==> config.mk <==
export PLATFORM = sky130hd
export DESIGN_NAME = order_book_imbalance_ema_core
export DESIGN_NICKNAME = d
export VERILOG_FILES = /design/src/hdl/obie_pkg.sv /design/src/hdl/order_book_imbalance_ema_core.sv /design/src/hdl/obie_datapath.sv /design/src/hdl/obie_ctrl.sv
export VERILOG_INCLUDE_DIRS = /design/src /design/src/hdl
export SDC_FILE = /design/constraint.sdc
export NUM_CORES = 2
export LEC_CHECK = 0
export BUFFER_PORTS_ARGS = -buffer_cell sky130_fd_sc_hd__buf_2
export CORE_MARGIN = 2
export CORE_UTILIZATION = 60
export DETAILED_ROUTE_END_ITERATION = 12
export PLACE_DENSITY = 0.75
export SKIP_CTS_REPAIR_TIMING = 1
export SYNTH_ARGS = -nofsm -noshare
export SYNTH_HDL_FRONTEND = slang
export SYNTH_SLANG_ARGS = --single-unit
export TNS_END_PERCENT = 30
==> constraint.sdc <==
create_clock -name clk -period 10.6 [get_ports clk]
set_input_delay 2.12 -clock clk [delete_from_list [all_inputs] [get_ports clk]]
set_output_delay 2.12 -clock clk [all_outputs]
set_load 0.02 [all_outputs]
==> src/hdl/order_book_imbalance_ema_core_assert.svh <==
// assertion helpers for the imbalance core, sampled on clk, off while rst_n is low
`ifndef ORDER_BOOK_IMBALANCE_EMA_CORE_ASSERT_SVH
`define ORDER_BOOK_IMBALANCE_EMA_CORE_ASSERT_SVH

// consequent checked in the same cycle as the antecedent
`define OBIE_ASSERT_SAME(lbl, ante, cons, msg) \
  lbl: assert property (@(posedge clk) disable iff (!rst_n) (ante) |-> (cons)) \
    else $error(msg);

// consequent checked in the cycle after the antecedent
`define OBIE_ASSERT_NEXT(lbl, ante, cons, msg) \
  lbl: assert property (@(posedge clk) disable iff (!rst_n) (ante) |=> (cons)) \
    else $error(msg);

`endif

==> src/hdl/obie_pkg.sv <==
`timescale 1ns / 1ps
package obie_pkg;

  localparam int MAX_LEVELS = 255;
  localparam int QTY_BITS   = 32;
  localparam int FRAC_BITS  = 16;

  localparam int QTY_W   = 32;
  localparam int TOT_W   = 40;
  localparam int SUM_W   = TOT_W + 1;
  localparam int REM_W   = TOT_W + 2;
  localparam int QUO_W   = FRAC_BITS + 1;
  localparam int IMB_W   = 18;
  localparam int ALPHA_W = 17;
  localparam int PROD_W  = 2 * IMB_W;
  localparam int ACC_W   = PROD_W + 1;
  localparam int CNT_W   = $clog2(FRAC_BITS + 1);
  localparam int CFG_W   = 40;
  localparam int CFG_IDX_W = 2;

  localparam logic [QTY_W-1:0] QTY_MASK = (QTY_BITS >= QTY_W) ? {QTY_W{1'b1}} :
                                          QTY_W'((64'd1 << QTY_BITS) - 64'd1);
  localparam logic [TOT_W-1:0]   TOTAL_MAX = {TOT_W{1'b1}};
  localparam logic [ALPHA_W-1:0] ALPHA_ONE = ALPHA_W'(65536);
  localparam logic [7:0]         LEVEL_CAP = 8'(MAX_LEVELS);
  localparam logic [7:0]         SEEN_MAX  = 8'd255;

  // input commands
  localparam logic [1:0] CMD_LEVEL   = 2'd0;
  localparam logic [1:0] CMD_END     = 2'd1;
  localparam logic [1:0] CMD_AVG_CLR = 2'd2;
  localparam logic [1:0] CMD_NONE    = 2'd3;

  // configuration register indexes
  localparam logic [CFG_IDX_W-1:0] REG_DEPTH  = 2'd0;
  localparam logic [CFG_IDX_W-1:0] REG_ALPHA  = 2'd1;
  localparam logic [CFG_IDX_W-1:0] REG_MINVOL = 2'd2;

  localparam logic [7:0]         DEPTH_RST  = 8'd10;
  localparam logic [ALPHA_W-1:0] ALPHA_RST  = 17'd6554;
  localparam logic [TOT_W-1:0]   MINVOL_RST = '0;

  typedef enum logic [1:0] {
    ST_IDLE,
    ST_DIV,
    ST_MUL,
    ST_SUM
  } state_t;

  typedef struct packed {
    logic acc_en;      // level request taken
    logic snap_start;  // end of snapshot taken
    logic avg_clear;   // reset-average request taken
    logic div_step;
    logic mul_en;
    logic sum_en;
  } dp_cmd_t;

  typedef struct packed {
    logic div_last;
  } dp_sts_t;

endpackage

==> src/hdl/order_book_imbalance_ema_core.sv <==
`timescale 1ns / 1ps
// channel  | handshake            | payload
// ---------+----------------------+------------------------------------------------
// in       | in_valid / in_stall  | in_command, in_side, in_quantity
// out      | out_valid / out_stall| out_raw_imbalance, out_smoothed_imbalance,
//          |                      | out_significant
// cfg      | cfg_we               | cfg_index, cfg_data
// level, reset-average and unused requests are acted on as they are taken.
// an end of snapshot runs through the restoring divider (FRAC_BITS + 1 quotient
// bits), one multiply and one sum before its result is posted.
// levels are still taken while the divider runs; a further end waits for the pipe to
// finish and the result register to empty, a reset-average for the divider/ema pipe.
// reset is synchronous on rst_n low and clears totals, average and control state.
module order_book_imbalance_ema_core (
  input  logic                                   clk,
  input  logic                                   rst_n,
  input  logic                                   in_valid,
  output logic                                   in_stall,
  input  logic [1:0]                             in_command,
  input  logic                                   in_side,
  input  logic [obie_pkg::QTY_W-1:0]             in_quantity,
  output logic                                   out_valid,
  input  logic                                   out_stall,
  output logic signed [obie_pkg::IMB_W-1:0]      out_raw_imbalance,
  output logic signed [obie_pkg::IMB_W-1:0]      out_smoothed_imbalance,
  output logic                                   out_significant,
  input  logic                                   cfg_we,
  input  logic [obie_pkg::CFG_IDX_W-1:0]         cfg_index,
  input  logic [obie_pkg::CFG_W-1:0]             cfg_data
);
  import obie_pkg::*;

  dp_cmd_t dp_cmd;
  dp_sts_t dp_sts;

  obie_ctrl u_ctrl (
    .clk        (clk),
    .rst_n      (rst_n),
    .in_valid   (in_valid),
    .in_command (in_command),
    .in_stall   (in_stall),
    .out_valid  (out_valid),
    .out_stall  (out_stall),
    .cmd        (dp_cmd),
    .sts        (dp_sts)
  );

  obie_datapath u_dp (
    .clk                    (clk),
    .rst_n                  (rst_n),
    .cmd                    (dp_cmd),
    .sts                    (dp_sts),
    .in_side                (in_side),
    .in_quantity            (in_quantity),
    .cfg_we                 (cfg_we),
    .cfg_index              (cfg_index),
    .cfg_data               (cfg_data),
    .out_raw_imbalance      (out_raw_imbalance),
    .out_smoothed_imbalance (out_smoothed_imbalance),
    .out_significant        (out_significant)
  );

endmodule

==> src/hdl/obie_datapath.sv <==
`timescale 1ns / 1ps
module obie_datapath (
  input  logic                                   clk,
  input  logic                                   rst_n,
  input  obie_pkg::dp_cmd_t                      cmd,
  output obie_pkg::dp_sts_t                      sts,
  input  logic                                   in_side,
  input  logic [obie_pkg::QTY_W-1:0]             in_quantity,
  input  logic                                   cfg_we,
  input  logic [obie_pkg::CFG_IDX_W-1:0]         cfg_index,
  input  logic [obie_pkg::CFG_W-1:0]             cfg_data,
  output logic signed [obie_pkg::IMB_W-1:0]      out_raw_imbalance,
  output logic signed [obie_pkg::IMB_W-1:0]      out_smoothed_imbalance,
  output logic                                   out_significant
);
  import obie_pkg::*;

  logic [7:0]         depth_r;
  logic [ALPHA_W-1:0] alpha_r;
  logic [TOT_W-1:0]   minvol_r;

  logic [TOT_W-1:0] bid_tot_r, ask_tot_r;
  logic [7:0]       bid_seen_r, ask_seen_r;
  logic signed [IMB_W-1:0] avg_r;
  logic                    loaded_r;

  logic [REM_W-1:0] rem_r;
  logic [SUM_W-1:0] den_r;
  logic [QUO_W-1:0] quo_r;
  logic [CNT_W-1:0] cnt_r;
  logic             neg_r, zero_r, sig_r;

  logic signed [IMB_W-1:0]  raw_r;
  logic signed [PROD_W-1:0] p_new_r, p_old_r;

  logic signed [IMB_W-1:0] raw_out_r, smooth_out_r;
  logic                    sig_out_r;

  // level accumulation
  logic [TOT_W-1:0] cur_tot;
  logic [7:0]       cur_seen;
  logic [SUM_W-1:0] add_sum;
  logic [TOT_W-1:0] add_tot;
  logic             take_qty;
  logic [7:0]       seen_inc;

  always_comb begin
    cur_tot  = in_side ? ask_tot_r : bid_tot_r;
    cur_seen = in_side ? ask_seen_r : bid_seen_r;
    take_qty = (cur_seen < depth_r) && (cur_seen < LEVEL_CAP);
    add_sum  = {1'b0, cur_tot} + SUM_W'(in_quantity & QTY_MASK);
    add_tot  = add_sum[TOT_W] ? TOTAL_MAX : add_sum[TOT_W-1:0];
    if (!take_qty) begin
      add_tot = cur_tot;
    end
    seen_inc = (cur_seen == SEEN_MAX) ? cur_seen : cur_seen + 8'd1;
  end

  // snapshot end: operands for the divider
  logic [SUM_W-1:0] total;
  logic [TOT_W-1:0] diff;
  always_comb begin
    total = {1'b0, bid_tot_r} + {1'b0, ask_tot_r};
    diff  = (bid_tot_r >= ask_tot_r) ? bid_tot_r - ask_tot_r : ask_tot_r - bid_tot_r;
  end

  // restoring divider step, one quotient bit a cycle
  logic             ge;
  logic [REM_W-1:0] rem_sub;
  always_comb begin
    ge      = rem_r >= REM_W'(den_r);
    rem_sub = ge ? rem_r - REM_W'(den_r) : rem_r;
  end

  // ema products
  logic [ALPHA_W-1:0]      alpha_eff;
  logic signed [IMB_W-1:0] raw_c;
  always_comb begin
    alpha_eff = (alpha_r > ALPHA_ONE) ? ALPHA_ONE : alpha_r;
    raw_c     = signed'(IMB_W'(quo_r));
    if (zero_r) begin
      raw_c = '0;
    end else if (neg_r) begin
      raw_c = -signed'(IMB_W'(quo_r));
    end
  end

  logic signed [ACC_W-1:0] ema_sum;
  logic signed [ACC_W-1:0] ema_shift;
  always_comb begin
    ema_sum   = ACC_W'(p_new_r) + ACC_W'(p_old_r);
    ema_shift = ema_sum >>> 16;
  end

  always_ff @(posedge clk) begin
    if (!rst_n) begin
      depth_r    <= DEPTH_RST;
      alpha_r    <= ALPHA_RST;
      minvol_r   <= MINVOL_RST;
      bid_tot_r  <= '0;
      ask_tot_r  <= '0;
      bid_seen_r <= '0;
      ask_seen_r <= '0;
      avg_r      <= '0;
      loaded_r   <= 1'b0;
    end else begin
      if (cfg_we) begin
        case (cfg_index)
          REG_DEPTH:  depth_r  <= cfg_data[7:0];
          REG_ALPHA:  alpha_r  <= cfg_data[ALPHA_W-1:0];
          REG_MINVOL: minvol_r <= cfg_data[TOT_W-1:0];
          default: ;
        endcase
      end
      if (cmd.acc_en) begin
        if (in_side) begin
          ask_tot_r  <= add_tot;
          ask_seen_r <= seen_inc;
        end else begin
          bid_tot_r  <= add_tot;
          bid_seen_r <= seen_inc;
        end
      end
      if (cmd.snap_start) begin
        bid_tot_r  <= '0;
        ask_tot_r  <= '0;
        bid_seen_r <= '0;
        ask_seen_r <= '0;
      end
      if (cmd.avg_clear) begin
        avg_r    <= '0;
        loaded_r <= 1'b0;
      end
      if (cmd.sum_en) begin
        avg_r    <= loaded_r ? ema_shift[IMB_W-1:0] : raw_r;
        loaded_r <= 1'b1;
      end
    end
  end

  always_ff @(posedge clk) begin
    if (cmd.snap_start) begin
      rem_r  <= REM_W'(diff);
      den_r  <= total;
      quo_r  <= '0;
      cnt_r  <= CNT_W'(FRAC_BITS);
      neg_r  <= bid_tot_r < ask_tot_r;
      zero_r <= (bid_seen_r == '0) || (ask_seen_r == '0) || (total == '0);
      sig_r  <= total >= SUM_W'(minvol_r);
    end else if (cmd.div_step) begin
      rem_r <= {rem_sub[REM_W-2:0], 1'b0};
      quo_r <= {quo_r[QUO_W-2:0], ge};
      cnt_r <= cnt_r - CNT_W'(1);
    end
    if (cmd.mul_en) begin
      raw_r   <= raw_c;
      p_new_r <= raw_c * signed'({1'b0, alpha_eff});
      p_old_r <= avg_r * signed'({1'b0, ALPHA_ONE - alpha_eff});
    end
    if (cmd.sum_en) begin
      raw_out_r    <= raw_r;
      smooth_out_r <= loaded_r ? ema_shift[IMB_W-1:0] : raw_r;
      sig_out_r    <= sig_r;
    end
  end

  assign sts.div_last           = (cnt_r == '0);
  assign out_raw_imbalance      = raw_out_r;
  assign out_smoothed_imbalance = smooth_out_r;
  assign out_significant        = sig_out_r;

endmodule

==> src/hdl/obie_ctrl.sv <==
`timescale 1ns / 1ps
`include "order_book_imbalance_ema_core_assert.svh"
module obie_ctrl (
  input  logic              clk,
  input  logic              rst_n,
  input  logic              in_valid,
  input  logic [1:0]        in_command,
  output logic              in_stall,
  output logic              out_valid,
  input  logic              out_stall,
  output obie_pkg::dp_cmd_t cmd,
  input  obie_pkg::dp_sts_t sts
);
  import obie_pkg::*;

  state_t state_r, state_nxt;
  logic   out_valid_r, out_valid_nxt;
  logic   busy, take;

  always_ff @(posedge clk) begin
    if (!rst_n) begin
      state_r     <= ST_IDLE;
      out_valid_r <= 1'b0;
    end else begin
      state_r     <= state_nxt;
      out_valid_r <= out_valid_nxt;
    end
  end

  always_comb begin
    busy = (state_r != ST_IDLE);
    // levels keep flowing while the divider runs; end and average reset wait
    case (in_command)
      CMD_END:     in_stall = busy || out_valid_r;
      CMD_AVG_CLR: in_stall = busy;
      default:     in_stall = 1'b0;
    endcase
    take = in_valid && !in_stall;

    cmd            = '0;
    cmd.acc_en     = take && (in_command == CMD_LEVEL);
    cmd.snap_start = take && (in_command == CMD_END);
    cmd.avg_clear  = take && (in_command == CMD_AVG_CLR);

    state_nxt     = state_r;
    out_valid_nxt = out_valid_r && out_stall;
    case (state_r)
      ST_IDLE: begin
        if (cmd.snap_start) begin
          state_nxt = ST_DIV;
        end
      end
      ST_DIV: begin
        cmd.div_step = 1'b1;
        if (sts.div_last) begin
          state_nxt = ST_MUL;
        end
      end
      ST_MUL: begin
        cmd.mul_en = 1'b1;
        state_nxt  = ST_SUM;
      end
      ST_SUM: begin
        cmd.sum_en    = 1'b1;
        out_valid_nxt = 1'b1;
        state_nxt     = ST_IDLE;
      end
      default: state_nxt = ST_IDLE;
    endcase
  end

  assign out_valid = out_valid_r;

  `OBIE_ASSERT_SAME(a_end_when_free, cmd.snap_start, (state_r == ST_IDLE) && !out_valid_r, "end request taken while busy or result pending")
  `OBIE_ASSERT_NEXT(a_sum_gives_result, state_r == ST_SUM, out_valid_r && (state_r == ST_IDLE), "result not posted after sum")
  `OBIE_ASSERT_NEXT(a_div_leaves, (state_r == ST_DIV) && sts.div_last, state_r == ST_MUL, "divider did not hand over to multiply")
  `OBIE_ASSERT_SAME(a_one_phase, 1'b1, $onehot0({cmd.snap_start, cmd.avg_clear, cmd.mul_en, cmd.sum_en}), "overlapping datapath phases")

endmodule

==> run metrics <==
first-pass GRT wire length=226,000 µm; Setup Skew=0.0248 ns; synthesized area=51,400 µm²; Pleak=25.2 nW; vias in the first global route=41.6k; setup TNS=0 ns; Crit path required time=10.96 ns; Overflow after GRT=0; max incr delay on CP=0.53 ns; post-DP HPWL=115,000 µm; clk slew on worst S/H paths=0.07 ns; RSZ-0062 raised after global routing=false; CP max-delay cell=fa_1; core area=85,000 µm²; Post-Syn Nets=7,021; # nets final=7,008; Area Growth Syn to Fin=6.13%; Initial Utilization=60.5%; crit share post-route=86.2%; worst vdd ir=0.160 mV; Hold EP=u_dp.minvol_r[5]; Crit Reg-Reg Endpoint=u_dp.p_old_r[33]; Syn. warnings=0; worst slew pin tran=1.21 ns; top_reg_cell synth=edfxtp_1; kind of start point of the critical path=flip-flop; Critical Path Fanout Max=24; WL per Instance=20.4 µm; final WL=144,000 µm; Crit. End Element=flip-flop; io pins=121; CTS Buf Count=47; initial DRC count=3,008; die area=88,000 µm²; fin util=64.2%; top cell type's share of synthesized area=23.5%; port bufs=120; vias=41.6k; cell count of the worst hold path=2; PD cells=117 nW/µm²; status=completed; most frequent cells in the layout=inv_1 (988), nand2_1 (672), fa_1 (603), ha_1 (450), a21oi_1 (363); Seq/Total Area, Yosys=20.2%; row count=107; DRC viols=0; initial antenna violation count=14; Synth area leader=fa_1; synth unique cells=84; Tmin final=9.14 ns; TritonCTS clock tree=yes; RR Startpoint=u_dp.alpha_r[3]; clk_lat worst skew=0.63 ns; Avg Cell Area, Syn=8.74 µm²; R2R Setup Slk=1.46 ns; Final setup violation count=0; final hold vios=0; Placer Congestion=0.980; commonest non-fill, non-tap cell in the layout=inv_1; pin count of the biggest net entering global routing=86; Fmax=109 MHz; cell count after synthesis=5,884; Hold Path Class=reg2reg; htree depth=2; TritonRoute pass-1 iters=6; number of max-cap violations=0; WS Path Type=reg2reg; top cells by area in the synthesized netlist=fa_1 (23%), edfxtp_1 (12%), ha_1 (11%); Vias/cell=5.90; crit path DAT=9.51 ns; Final ANT Viol Nets=0; All-Layer GR Usage=33.2%; Slew HR=19.3%; hold path start=u_dp.minvol_r[5]; Final Non-Filler Cells=7,052; Pins Over Slew Limit=0; # diodes=0; deepest clock path buffer count=3; Worst R2R Path Depth=34; CP dominant cell by count=fa_1; number of placed instances, taps included=6,966; width of the die=297 µm; clock sink count=414; layout cell share with drive strength beyond 1=5.94%; Synth async-reset ratio=0%; CTS Root Cell=clkbuf_16; Post-synth EDFFs=207; die height=297 µm; Yosys reg bits=414
state kept, by name, summed over array words and instances (netlist names), 2 cells and up:
register and count:
u_dp.ask_seen_r 8, u_dp.den_r 41, u_dp.p_new_r 34, u_dp.p_old_r 34, u_dp.alpha_r 17, u_dp.avg_r 18
u_dp.bid_tot_r 40, u_dp.minvol_r 40, u_dp.bid_seen_r 8, u_dp.rem_r 42, u_dp.raw_r 18, u_dp.depth_r 8
u_dp.out_raw_imbalance 18, u_dp.quo_r 17, u_ctrl.state_r 2, u_dp.cnt_r 5, u_dp.out_smoothed_imbalance 18, u_dp.ask_tot_r 40
area by class of cell:
| class | instances | area [µm²] |
|---|---|---|
| Clock buffer | 58 | 1280 |
| Clock inverter | 28 | 309 |
| Fill cell | 7168 | 30500 |
| Inverter | 992 | 3730 |
| Multi-Input combinational cell | 4234 | 36400 |
| Sequential cell | 414 | 10400 |
| Tap cell | 1144 | 1430 |
| Timing Repair Buffer | 182 | 1070 |
layer usage:
layer,vias up,part of all wire [%],track usage (%)
met5,-,0.097,0
met4,16,6.4,18.4
met3,418,6.6,5.11
met2,1531,48,56.9
met1,20400,39,40.1
li1,19200,-,-
logic make-up after synthesis:
group | after synthesis | synth area share [%]
fa+ha+maj | 1055 | 34.5
mux | 86 | 1.74
buf+inv | 1236 | 9.17
simple gates | 1694 | 15.5
compound gates | 1144 | 14.6
xor+xnor | 255 | 4.35
flops | 414 | 20.2
critical path, delay by kind of cell, from the launching register on:
family | cells | cell delay [ns]
adders and majority gates | 7 | 3.34
buffers and inverters | 5 | 0.69
DFF | 1 | 0.36
AOI/OAI and AO/OA | 10 | 1.96
and+or+nand+nor | 10 | 2.24
xor gates and xnor gates | 2 | 0.26
how the worst max path moves through the flow:
| stage | start | end | slack [ns] | cells after the start |
|---|---|---|---|---|
| floorplan | u_dp.alpha_r[16] | u_dp.p_old_r[33] | 2.37 | 35 |
| global placement | u_dp.alpha_r[3] | u_dp.p_old_r[33] | 1.81 | 33 |
| global route | u_dp.alpha_r[3] | u_dp.p_old_r[33] | 1.03 | 33 |
| detailed placement | u_dp.alpha_r[3] | u_dp.p_old_r[33] | 1.56 | 33 |
| finish | u_dp.alpha_r[3] | u_dp.p_old_r[33] | 1.46 | 34 |
| CTS | u_dp.alpha_r[3] | u_dp.p_old_r[33] | 1.55 | 33 |
power breakdown:
part           total (mW)  switching, mW  internal (mW)  leakage [nW]
Clock                1.71          0.738          0.969         0.783
Sequential           2.05          0.126           1.92          3.60
Combinational        2.62           1.61           1.01          20.8
metrics by stage:
step	worst slack [ns]	area [µm²]	power [mW]	hold slack, ns
floorplan	2.37	51400	3.98	0.400
global placement	1.81	53000	4.59	0.454
detailed placement	1.56	53000	4.64	0.460
CTS	1.55	54600	6.35	0.467
global route	1.03	54600	6.71	0.488
finish	1.46	54600	6.38	0.465
Yosys cell counts, types with 45 or more instances:
library cell / instances
inv_1: 989
nand2_1: 672
fa_1: 603
ha_1: 452
a21oi_1: 363
nor2_1: 342
o21ai_0: 215
dfxtp_1: 207
edfxtp_1: 207
clkbuf_1: 198
xnor2_1: 191
and2_1: 190
a21o_1: 90
nor3_1: 86
nand2b_1: 82
nor2b_1: 80
a32o_1: 67
xor2_1: 64
a21boi_0: 63
mux2i_1: 61
o21bai_1: 59
nand3_1: 58
nand4_1: 46
a211oi_1: 45
No activity file was read; power rests on OpenSTA's default activity.
